===== src/rtl/core/q8dot_pkg.sv =====
`default_nettype none
// ----------------------------------------------------------------------------
// q8dot_pkg
// Shared constants and types of the block-quantised int8 dot product.
// ----------------------------------------------------------------------------
package q8dot_pkg;

    localparam int LANES      = 8;
    localparam int W_WIDTH    = 8;
    localparam int ACT_WIDTH  = 16;
    localparam int SCALE_W    = 16;
    localparam int BSIZE_W    = 8;
    localparam int RESULT_W   = 64;
    localparam int PROD_W     = W_WIDTH + ACT_WIDTH;
    localparam int SUM_W      = PROD_W + $clog2(LANES);
    localparam int TERM_W     = SUM_W + SCALE_W;
    localparam int WPACK_W    = W_WIDTH * LANES;

    localparam logic [BSIZE_W-1:0] BLK_LEN_OK = BSIZE_W'(32);

    typedef logic signed [PROD_W-1:0] q8dot_prod_t;

    // travels with each word down the pipeline
    typedef struct packed {
        logic                       valid;
        logic                       last;
        logic signed [SCALE_W-1:0]  scale;
    } q8dot_ctl_t;

endpackage : q8dot_pkg
`default_nettype wire


===== src/rtl/core/q8dot_if.sv =====
`default_nettype none
// ----------------------------------------------------------------------------
// q8dot_if
// Valid/ready channels of the dot product: group input and row result.
// ----------------------------------------------------------------------------
interface q8dot_in_if;
    logic                valid;
    logic                ready;
    logic [63:0]         weights_packed;
    logic signed [15:0]  act_0;
    logic signed [15:0]  act_1;
    logic signed [15:0]  act_2;
    logic signed [15:0]  act_3;
    logic signed [15:0]  act_4;
    logic signed [15:0]  act_5;
    logic signed [15:0]  act_6;
    logic signed [15:0]  act_7;
    logic signed [15:0]  block_scale;
    logic                last_group;

    modport source (
        output valid, weights_packed, act_0, act_1, act_2, act_3,
               act_4, act_5, act_6, act_7, block_scale, last_group,
        input  ready
    );
    modport sink (
        input  valid, weights_packed, act_0, act_1, act_2, act_3,
               act_4, act_5, act_6, act_7, block_scale, last_group,
        output ready
    );
endinterface : q8dot_in_if

interface q8dot_out_if;
    logic                valid;
    logic                ready;
    logic signed [63:0]  dot_result;

    modport source (output valid, dot_result, input ready);
    modport sink   (input valid, dot_result, output ready);
endinterface : q8dot_out_if
`default_nettype wire


===== src/rtl/core/q8dot_lane.sv =====
`default_nettype none
// ----------------------------------------------------------------------------
// q8dot_lane
// One multiply lane: signed weight times signed activation, registered.
// ----------------------------------------------------------------------------
module q8dot_lane (
    input  wire logic                                  clk,
    input  wire logic                                  advance,
    input  wire logic signed [q8dot_pkg::W_WIDTH-1:0]  weight,
    input  wire logic signed [q8dot_pkg::ACT_WIDTH-1:0] act,
    output q8dot_pkg::q8dot_prod_t                     product
);
    import q8dot_pkg::*;

    q8dot_prod_t product_reg;
    q8dot_prod_t product_next;

    always_comb
    begin
        product_next = PROD_W'(weight) * PROD_W'(act);
    end

    always_ff @(posedge clk)
    begin
        if (advance)
        begin
            product_reg <= product_next;
        end
    end

    assign product = product_reg;

endmodule : q8dot_lane
`default_nettype wire


===== src/rtl/core/q8dot_merge.sv =====
`default_nettype none
// ----------------------------------------------------------------------------
// q8dot_merge
// Adds the lane products and scales the group sum, two register stages.
// ----------------------------------------------------------------------------
module q8dot_merge (
    input  wire logic                              clk,
    input  wire logic                              rst_n,
    input  wire logic                              advance,
    input  q8dot_pkg::q8dot_ctl_t                  ctl_in,
    input  q8dot_pkg::q8dot_prod_t                 products [q8dot_pkg::LANES],
    output q8dot_pkg::q8dot_ctl_t                  ctl_out,
    output logic signed [q8dot_pkg::TERM_W-1:0]    term
);
    import q8dot_pkg::*;

    q8dot_ctl_t               s2_ctl_reg;
    q8dot_ctl_t               s3_ctl_reg;
    logic signed [SUM_W-1:0]  sum_reg;
    logic signed [SUM_W-1:0]  sum_next;
    logic signed [TERM_W-1:0] term_reg;
    logic signed [TERM_W-1:0] term_next;

    always_comb
    begin
        sum_next = '0;
        for (int i = 0; i < LANES; i++)
        begin
            sum_next = sum_next + SUM_W'(products[i]);
        end
    end

    always_comb
    begin
        term_next = TERM_W'(sum_reg) * TERM_W'(s2_ctl_reg.scale);
    end

    always_ff @(posedge clk or negedge rst_n)
    begin
        if (!rst_n)
        begin
            s2_ctl_reg <= '0;
            s3_ctl_reg <= '0;
        end
        else if (advance)
        begin
            s2_ctl_reg <= ctl_in;
            s3_ctl_reg <= s2_ctl_reg;
        end
    end

    always_ff @(posedge clk)
    begin
        if (advance)
        begin
            sum_reg  <= sum_next;
            term_reg <= term_next;
        end
    end

    assign ctl_out = s3_ctl_reg;
    assign term    = term_reg;

endmodule : q8dot_merge
`default_nettype wire


===== src/rtl/core/q8dot_accum.sv =====
`default_nettype none
// ----------------------------------------------------------------------------
// q8dot_accum
// Saturating row accumulator and the result output register.
// ----------------------------------------------------------------------------
module q8dot_accum (
    input  wire logic                              clk,
    input  wire logic                              rst_n,
    input  wire logic                              advance,
    input  wire logic [q8dot_pkg::BSIZE_W-1:0]     blk_len,
    input  q8dot_pkg::q8dot_ctl_t                  ctl,
    input  wire logic signed [q8dot_pkg::TERM_W-1:0] term,
    output logic                                   stall,
    q8dot_out_if.source                            out_chan
);
    import q8dot_pkg::*;

    logic signed [RESULT_W-1:0] acc_reg;
    logic signed [RESULT_W-1:0] acc_next;
    logic signed [RESULT_W-1:0] result_reg;
    logic signed [RESULT_W-1:0] result_next;
    logic                       out_valid_reg;
    logic                       out_valid_next;
    logic signed [RESULT_W:0]   wide_sum;
    logic signed [RESULT_W-1:0] sat_sum;
    logic                       fire;

    // a row result may not land while the previous one is still held
    assign stall = ctl.valid && ctl.last && out_valid_reg && !out_chan.ready;
    assign fire  = ctl.valid && advance;

    always_comb
    begin
        wide_sum = (RESULT_W + 1)'(acc_reg) + (RESULT_W + 1)'(term);
        priority if (wide_sum[RESULT_W] != wide_sum[RESULT_W-1])
        begin
            sat_sum = wide_sum[RESULT_W] ? {1'b1, {(RESULT_W-1){1'b0}}}
                                         : {1'b0, {(RESULT_W-1){1'b1}}};
        end
        else
        begin
            sat_sum = wide_sum[RESULT_W-1:0];
        end
    end

    always_comb
    begin
        acc_next       = acc_reg;
        result_next    = result_reg;
        out_valid_next = out_valid_reg && !out_chan.ready;
        if (fire)
        begin
            acc_next = sat_sum;
            if (ctl.last)
            begin
                acc_next       = '0;
                result_next    = (blk_len == BLK_LEN_OK) ? sat_sum : '0;
                out_valid_next = 1'b1;
            end
        end
    end

    always_ff @(posedge clk or negedge rst_n)
    begin
        if (!rst_n)
        begin
            acc_reg       <= '0;
            out_valid_reg <= 1'b0;
        end
        else
        begin
            acc_reg       <= acc_next;
            out_valid_reg <= out_valid_next;
        end
    end

    always_ff @(posedge clk)
    begin
        result_reg <= result_next;
    end

    assign out_chan.valid      = out_valid_reg;
    assign out_chan.dot_result = result_reg;

endmodule : q8dot_accum
`default_nettype wire


===== src/rtl/core/block_quantized_int8_dot_product.sv =====
`default_nettype none
// ----------------------------------------------------------------------------
// block_quantized_int8_dot_product
// Q8_0 block-quantised row dot product with eight multiply lanes.
// ----------------------------------------------------------------------------
// One input word (eight weights, eight activations, block scale) is taken per
// cycle. A word passes four register stages: lane multiply, group adder tree,
// scale multiply, and the saturating accumulator; a row result is shown from
// the result register after its last word has passed all four. The accumulate
// loop sets the rate of one word per cycle; input is held back only while a
// finished row result waits at the output and the next row result has reached
// the accumulator. The result carries 27 fraction bits and is zero whenever
// the configured block length is not 32. No reset sweep is needed.
// ----------------------------------------------------------------------------
module block_quantized_int8_dot_product (
    input  wire logic                              clk,
    input  wire logic                              rst_n,
    input  wire logic                              cfg_we,
    input  wire logic [q8dot_pkg::BSIZE_W-1:0]     cfg_wdata,
    q8dot_in_if.sink                               in_chan,
    q8dot_out_if.source                            out_chan
);
    import q8dot_pkg::*;

    logic [BSIZE_W-1:0]       blk_len_reg;
    q8dot_ctl_t               s1_ctl_reg;
    q8dot_ctl_t               s1_ctl_next;
    q8dot_ctl_t               s3_ctl;
    q8dot_prod_t              products [LANES];
    logic signed [ACT_WIDTH-1:0] act_lane [LANES];
    logic signed [TERM_W-1:0] term;
    logic                     stall;
    logic                     advance;

    assign advance       = !stall;
    assign in_chan.ready = advance;

    assign act_lane[0] = in_chan.act_0;
    assign act_lane[1] = in_chan.act_1;
    assign act_lane[2] = in_chan.act_2;
    assign act_lane[3] = in_chan.act_3;
    assign act_lane[4] = in_chan.act_4;
    assign act_lane[5] = in_chan.act_5;
    assign act_lane[6] = in_chan.act_6;
    assign act_lane[7] = in_chan.act_7;

    always_comb
    begin
        s1_ctl_next.valid = in_chan.valid;
        s1_ctl_next.last  = in_chan.last_group;
        s1_ctl_next.scale = in_chan.block_scale;
    end

    always_ff @(posedge clk or negedge rst_n)
    begin
        if (!rst_n)
        begin
            blk_len_reg <= BLK_LEN_OK;
            s1_ctl_reg  <= '0;
        end
        else
        begin
            if (cfg_we)
            begin
                blk_len_reg <= cfg_wdata;
            end
            if (advance)
            begin
                s1_ctl_reg <= s1_ctl_next;
            end
        end
    end

    for (genvar i = 0; i < LANES; i++)
    begin : g_lane
        q8dot_lane u_lane (
            .clk     (clk),
            .advance (advance),
            .weight  ($signed(in_chan.weights_packed[W_WIDTH*i +: W_WIDTH])),
            .act     (act_lane[i]),
            .product (products[i])
        );
    end

    q8dot_merge u_merge (
        .clk      (clk),
        .rst_n    (rst_n),
        .advance  (advance),
        .ctl_in   (s1_ctl_reg),
        .products (products),
        .ctl_out  (s3_ctl),
        .term     (term)
    );

    q8dot_accum u_accum (
        .clk        (clk),
        .rst_n      (rst_n),
        .advance    (advance),
        .blk_len    (blk_len_reg),
        .ctl        (s3_ctl),
        .term       (term),
        .stall      (stall),
        .out_chan   (out_chan)
    );

endmodule : block_quantized_int8_dot_product
`default_nettype wire


===== src/flat_wrapper.sv =====
// flat-port wrapper written by rule: the top's interface ports become plain ports
module block_quantized_int8_dot_product_flat import q8dot_pkg::*;
  (clk, rst_n, cfg_we, cfg_wdata, in_chan_valid, in_chan_weights_packed, in_chan_act_0, in_chan_act_1, in_chan_act_2, in_chan_act_3, in_chan_act_4, in_chan_act_5, in_chan_act_6, in_chan_act_7, in_chan_block_scale, in_chan_last_group, in_chan_ready, out_chan_valid, out_chan_dot_result, out_chan_ready);
  q8dot_in_if in_chan_i ();
  q8dot_out_if out_chan_i ();
  input  wire logic clk;
  input  wire logic rst_n;
  input  wire logic cfg_we;
  input  wire logic [q8dot_pkg::BSIZE_W-1:0] cfg_wdata;
  input wire logic [$bits(in_chan_i.valid)-1:0] in_chan_valid;
  input wire logic [$bits(in_chan_i.weights_packed)-1:0] in_chan_weights_packed;
  input wire logic [$bits(in_chan_i.act_0)-1:0] in_chan_act_0;
  input wire logic [$bits(in_chan_i.act_1)-1:0] in_chan_act_1;
  input wire logic [$bits(in_chan_i.act_2)-1:0] in_chan_act_2;
  input wire logic [$bits(in_chan_i.act_3)-1:0] in_chan_act_3;
  input wire logic [$bits(in_chan_i.act_4)-1:0] in_chan_act_4;
  input wire logic [$bits(in_chan_i.act_5)-1:0] in_chan_act_5;
  input wire logic [$bits(in_chan_i.act_6)-1:0] in_chan_act_6;
  input wire logic [$bits(in_chan_i.act_7)-1:0] in_chan_act_7;
  input wire logic [$bits(in_chan_i.block_scale)-1:0] in_chan_block_scale;
  input wire logic [$bits(in_chan_i.last_group)-1:0] in_chan_last_group;
  output wire logic [$bits(in_chan_i.ready)-1:0] in_chan_ready;
  output wire logic [$bits(out_chan_i.valid)-1:0] out_chan_valid;
  output wire logic [$bits(out_chan_i.dot_result)-1:0] out_chan_dot_result;
  input wire logic [$bits(out_chan_i.ready)-1:0] out_chan_ready;
  assign in_chan_i.valid = in_chan_valid;
  assign in_chan_i.weights_packed = in_chan_weights_packed;
  assign in_chan_i.act_0 = in_chan_act_0;
  assign in_chan_i.act_1 = in_chan_act_1;
  assign in_chan_i.act_2 = in_chan_act_2;
  assign in_chan_i.act_3 = in_chan_act_3;
  assign in_chan_i.act_4 = in_chan_act_4;
  assign in_chan_i.act_5 = in_chan_act_5;
  assign in_chan_i.act_6 = in_chan_act_6;
  assign in_chan_i.act_7 = in_chan_act_7;
  assign in_chan_i.block_scale = in_chan_block_scale;
  assign in_chan_i.last_group = in_chan_last_group;
  assign in_chan_ready = in_chan_i.ready;
  assign out_chan_valid = out_chan_i.valid;
  assign out_chan_dot_result = out_chan_i.dot_result;
  assign out_chan_i.ready = out_chan_ready;
  block_quantized_int8_dot_product u_core (.clk(clk), .rst_n(rst_n), .cfg_we(cfg_we), .cfg_wdata(cfg_wdata), .in_chan(in_chan_i), .out_chan(out_chan_i));
endmodule

===== config.mk =====
export PLATFORM = sky130hd
export DESIGN_NAME = block_quantized_int8_dot_product_flat
export DESIGN_NICKNAME = d
export VERILOG_FILES = /design/src/rtl/core/q8dot_pkg.sv /design/src/rtl/core/q8dot_if.sv /design/src/rtl/core/q8dot_lane.sv /design/src/rtl/core/q8dot_merge.sv /design/src/rtl/core/q8dot_accum.sv /design/src/rtl/core/block_quantized_int8_dot_product.sv /design/src/flat_wrapper.sv
export SDC_FILE = /design/constraint.sdc
export NUM_CORES = 2
export LEC_CHECK = 0
export ABC_AREA = 1
export BUFFER_PORTS_ARGS = -buffer_cell sky130_fd_sc_hd__buf_2
export CORE_AREA = 2 2 276 482
export CTS_BUF_LIST = sky130_fd_sc_hd__clkbuf_2
export DETAILED_ROUTE_END_ITERATION = 12
export DIE_AREA = 0 0 278 484
export HOLD_SLACK_MARGIN = 0.03
export PLACE_DENSITY = 0.75
export SLEW_MARGIN = 10
export SYNTH_ARGS = -nofsm -noshare
export SYNTH_HDL_FRONTEND = slang
export SYNTH_SLANG_ARGS = --single-unit

===== constraint.sdc =====
create_clock -name clk -period 14.5 [get_ports clk]
set_clock_uncertainty 0.1 [all_clocks]
set_input_delay 0.725 -clock clk [delete_from_list [all_inputs] [get_ports clk]]
set_output_delay 0.725 -clock clk [all_outputs]
set_load 0.01 [all_outputs]

==> flow_metrics.py <==
metrics = {
    "status": {
        "status": "complete, no violations",
    },
    "sta": {
        "hold_violations": 0,
        "worst_pin_slew_ps": 1100,
        "min_period_ps": 6880,
        "rsz0062_at_grt": "false",
        "finalCritPeriodShare_pct": 47.5,
        "fmax_mhz": 145,
        "setup_viol": 0,
        "report.final.slew_viol_count": 0,
        "relSlewSlack_pct": 26.8,
        "fin_setup_tns_ps": 0,
    },
    "clock_tree": {
        "cts.htree.levels": 3,
        "postCtsSetupRepairBufs": 0,
        "insertion_delay_ps": 1480,
        "cts_inserted_buffers": 102,
        "clkSlewWorstSetupHoldPaths_ps": 150,
        "root_buffer": "clkbuf_2",
        "cts_buffer_depth": 3,
        "clock_sinks": 437,
        "cts_tree": "built",
    },
    "drt": {
        "drt_iter0_markers": 3211,
        "vias_per_cell": 5.27,
        "drt-total-wl_um": 218000,
        "drt_pre_antenna_iters": 7,
        "vias": 60700,
        "wl_per_cell_um": 18.9,
        "drc": 0,
        "ant_nets": 0,
    },
    "synth": {
        "synth-main-ff-cell": "edfxtp_1",
        "syn-num-nets": 11700,
        "ys_top_cells_by_count": "inv_1 (2718), nand2_1 (2448), fa_1 (1388)",
        "yosys-top-cells-area": "fa_1 (36%), inv_1 (13%), edfxtp_1 (13%), nand2_1 (12%), ha_1 (8.9%)",
        "syn_area_per_cell_um2": 8.16,
        "ys_warn_count": 0,
        "yosysSeqAreaShare_pct": 16.1,
        "synth_edf_count": 326,
        "ys_seq_elements": 437,
        "yosysMostFrequentCell": "inv_1",
        "netlist_area_mm2": 0.0779,
        "netlist_instances": 9547,
        "synth.distinct_cells": 53,
        "yosysTopAreaCellShare_pct": 35.7,
        "netlist.top_cell.by_area": "fa_1",
        "async_flop_share_pct": 25.4,
    },
    "min_path": {
        "hp-class": "in -> reg",
        "hold_start": "in_chan_act_4[3]",
        "min_path_cells": 7,
        "holdPathEnd": "u_core.g_lane[4].u_lane.product[3]",
    },
    "critical_path": {
        "critPathLaunchType": "flop",
        "reg2reg_depth": 16,
        "regToRegSetupSlack_ps": 7620,
        "r2r_end": "u_core.u_merge.term[39]",
        "worstSetupEndpointType": "flop",
        "worstReg2RegStart": "u_core.u_merge.sum_reg[26]",
        "worstPathArrival_ps": 7970,
        "required_ps": 15590,
        "critPathKind": "reg -> reg",
        "path_max_fanout": 16,
    },
    "cells_and_area": {
        "nets": 11900,
        "final_util_pct": 63.3,
        "fill_cells": 11300,
        "area_growth_pct": 6.50,
        "regArea_mm2": 0.0126,
        "drive_gt1_share_pct": 6.81,
        "multi_input_area_mm2": 0.0536,
        "largest_reg_flops": 192,
    },
    "die": {
        "die_h_um": 484,
        "core_mm2": 0.131,
        "start_util_pct": 59.4,
        "die_area_mm2": 0.135,
        "rows": 176,
        "ioPinCount": 288,
        "die_w_um": 278,
    },
    "global_routing": {
        "grt_pass1_wl_um": 348000,
        "track_usage_pct": 33.7,
        "grt_max_degree": 91,
        "antenna_found_initial": 12,
        "gr-total-overflow": 0,
        "grt_pass1_vias": 67500,
    },
    "place": {
        "gp_congestion": 1.06,
        "dp.final_hpwl_um": 182000,
        "port_buffers": 287,
    },
    "flow_run": {
        "drv_cap": 0,
    },
}
==> worst max-delay path by stage <==
| stage | startpoint | cells after the start | end | slack [ps] |
|---|---|---|---|---|
| finish | u_core.u_merge.sum_reg[26] | 16 | u_core.u_merge.term[39] | 7620 |
| global route | u_core.u_merge.sum_reg[26] | 16 | u_core.u_merge.term[39] | 7410 |
| CTS | u_core.u_merge.sum_reg[26] | 16 | u_core.u_merge.term[39] | 7660 |
| detailed placement | u_core.u_merge.sum_reg[26] | 16 | u_core.u_merge.term[39] | 7730 |
| global placement | u_core.u_merge.sum_reg[26] | 16 | u_core.u_merge.term[39] | 7770 |
| floorplan | out_chan_ready | 5 | u_core.g_lane[0].u_lane.product[0] | 5290 |
==> through the flow <==
stage	cell area [µm²]	hold slack [ps]	setup WS (ps)	cells
2_1_floorplan	77900	320	5290	9547
3_3_place_gp	80100	335	7770	11200
3_5_place_dp	80100	345	7730	11200
4_1_cts	82900	63.0	7660	11500
5_1_grt	82900	181	7410	11500
6_report	82900	204	7620	11500
==> cell usage in the layout, fill, tap and decap left out, types with 10 or more instances in the layout <==
cell type,count
nor4_1,14
or2_2,125
xor2_1,196
ha_1,555
nand2_1,2448
a31oi_1,17
dlygate4sd3_1,162
a21oi_2,20
fa_1,1388
nor2_1,275
o21ai_0,155
nor3_1,34
a21oi_1,330
a21boi_0,11
clkinv_1,26
buf_4,31
inv_1,2716
clkbuf_2,133
and2_1,18
o21bai_1,34
buf_2,286
dfrtp_1,110
diode_2,10
clkinv_2,21
nand3_1,113
nand4_1,35
xnor2_1,118
edfxtp_1,326
a21o_1,22
==> kinds of logic (layout without fill, tap and decap cells) <==
| family | count (synthesis) | count (layout) | share of synthesized area (%) |
|---|---|---|---|
| buf+inv | 3111 | 3396 | 15.1 |
| simple gates | 3100 | 3100 | 16.0 |
| fa+ha+maj | 1943 | 1943 | 44.6 |
| compound gates | 635 | 635 | 4.58 |
| flops | 437 | 437 | 16.1 |
| xor+xnor | 314 | 314 | 3.53 |
| mux | 7 | 7 | 0.101 |
| other cells | 0 | 10 | 0 |
==> metal layers <==
layer / part of all wire [%] / wire length (µm) / GRT usage, % / up-vias
met3: 4.1 / 8860 / 4.16 / 909
met4: 11 / 23800 / 30.7 / 6
met1: 30 / 66000 / 30.3 / 29800
met5: 0.015 / 33 / 0 / -
met2: 55 / 120000 / 64.3 / 1964
li1: - / - / - / 28000
==> area by class of cell <==
type	count	area share, %
timing repair buffer	480	4.00
multi-input combinational	5999	64.6
sequential	437	15.2
antenna	10	0.0302
tap	1691	2.55
clock inverter	61	0.537
inverter	2722	12.3
clock buffer	133	0.803
==> worst max-delay path, cell delays in order, from the launching register on <==
cell and delay [ps]:
edfxtp_1 770, nand2_1 280, fa_1 600, inv_1 70, fa_1 790, fa_1 530
fa_1 570, fa_1 420, fa_1 460, ha_1 370, a21oi_1 210, inv_1 60
a31oi_1 200, o221ai_1 140, a31oi_1 410, nand3_1 370, xor2_1 240
==> repair_timing <==
item,in CTS,in global routing
resized for setup,0,0
hold endpoints to repair,216,0
hold buffers,163,0
Power is left out: the tool's default activity adds up to more than one toggle a clock period on the data nets, which glitch-free logic cannot reach.
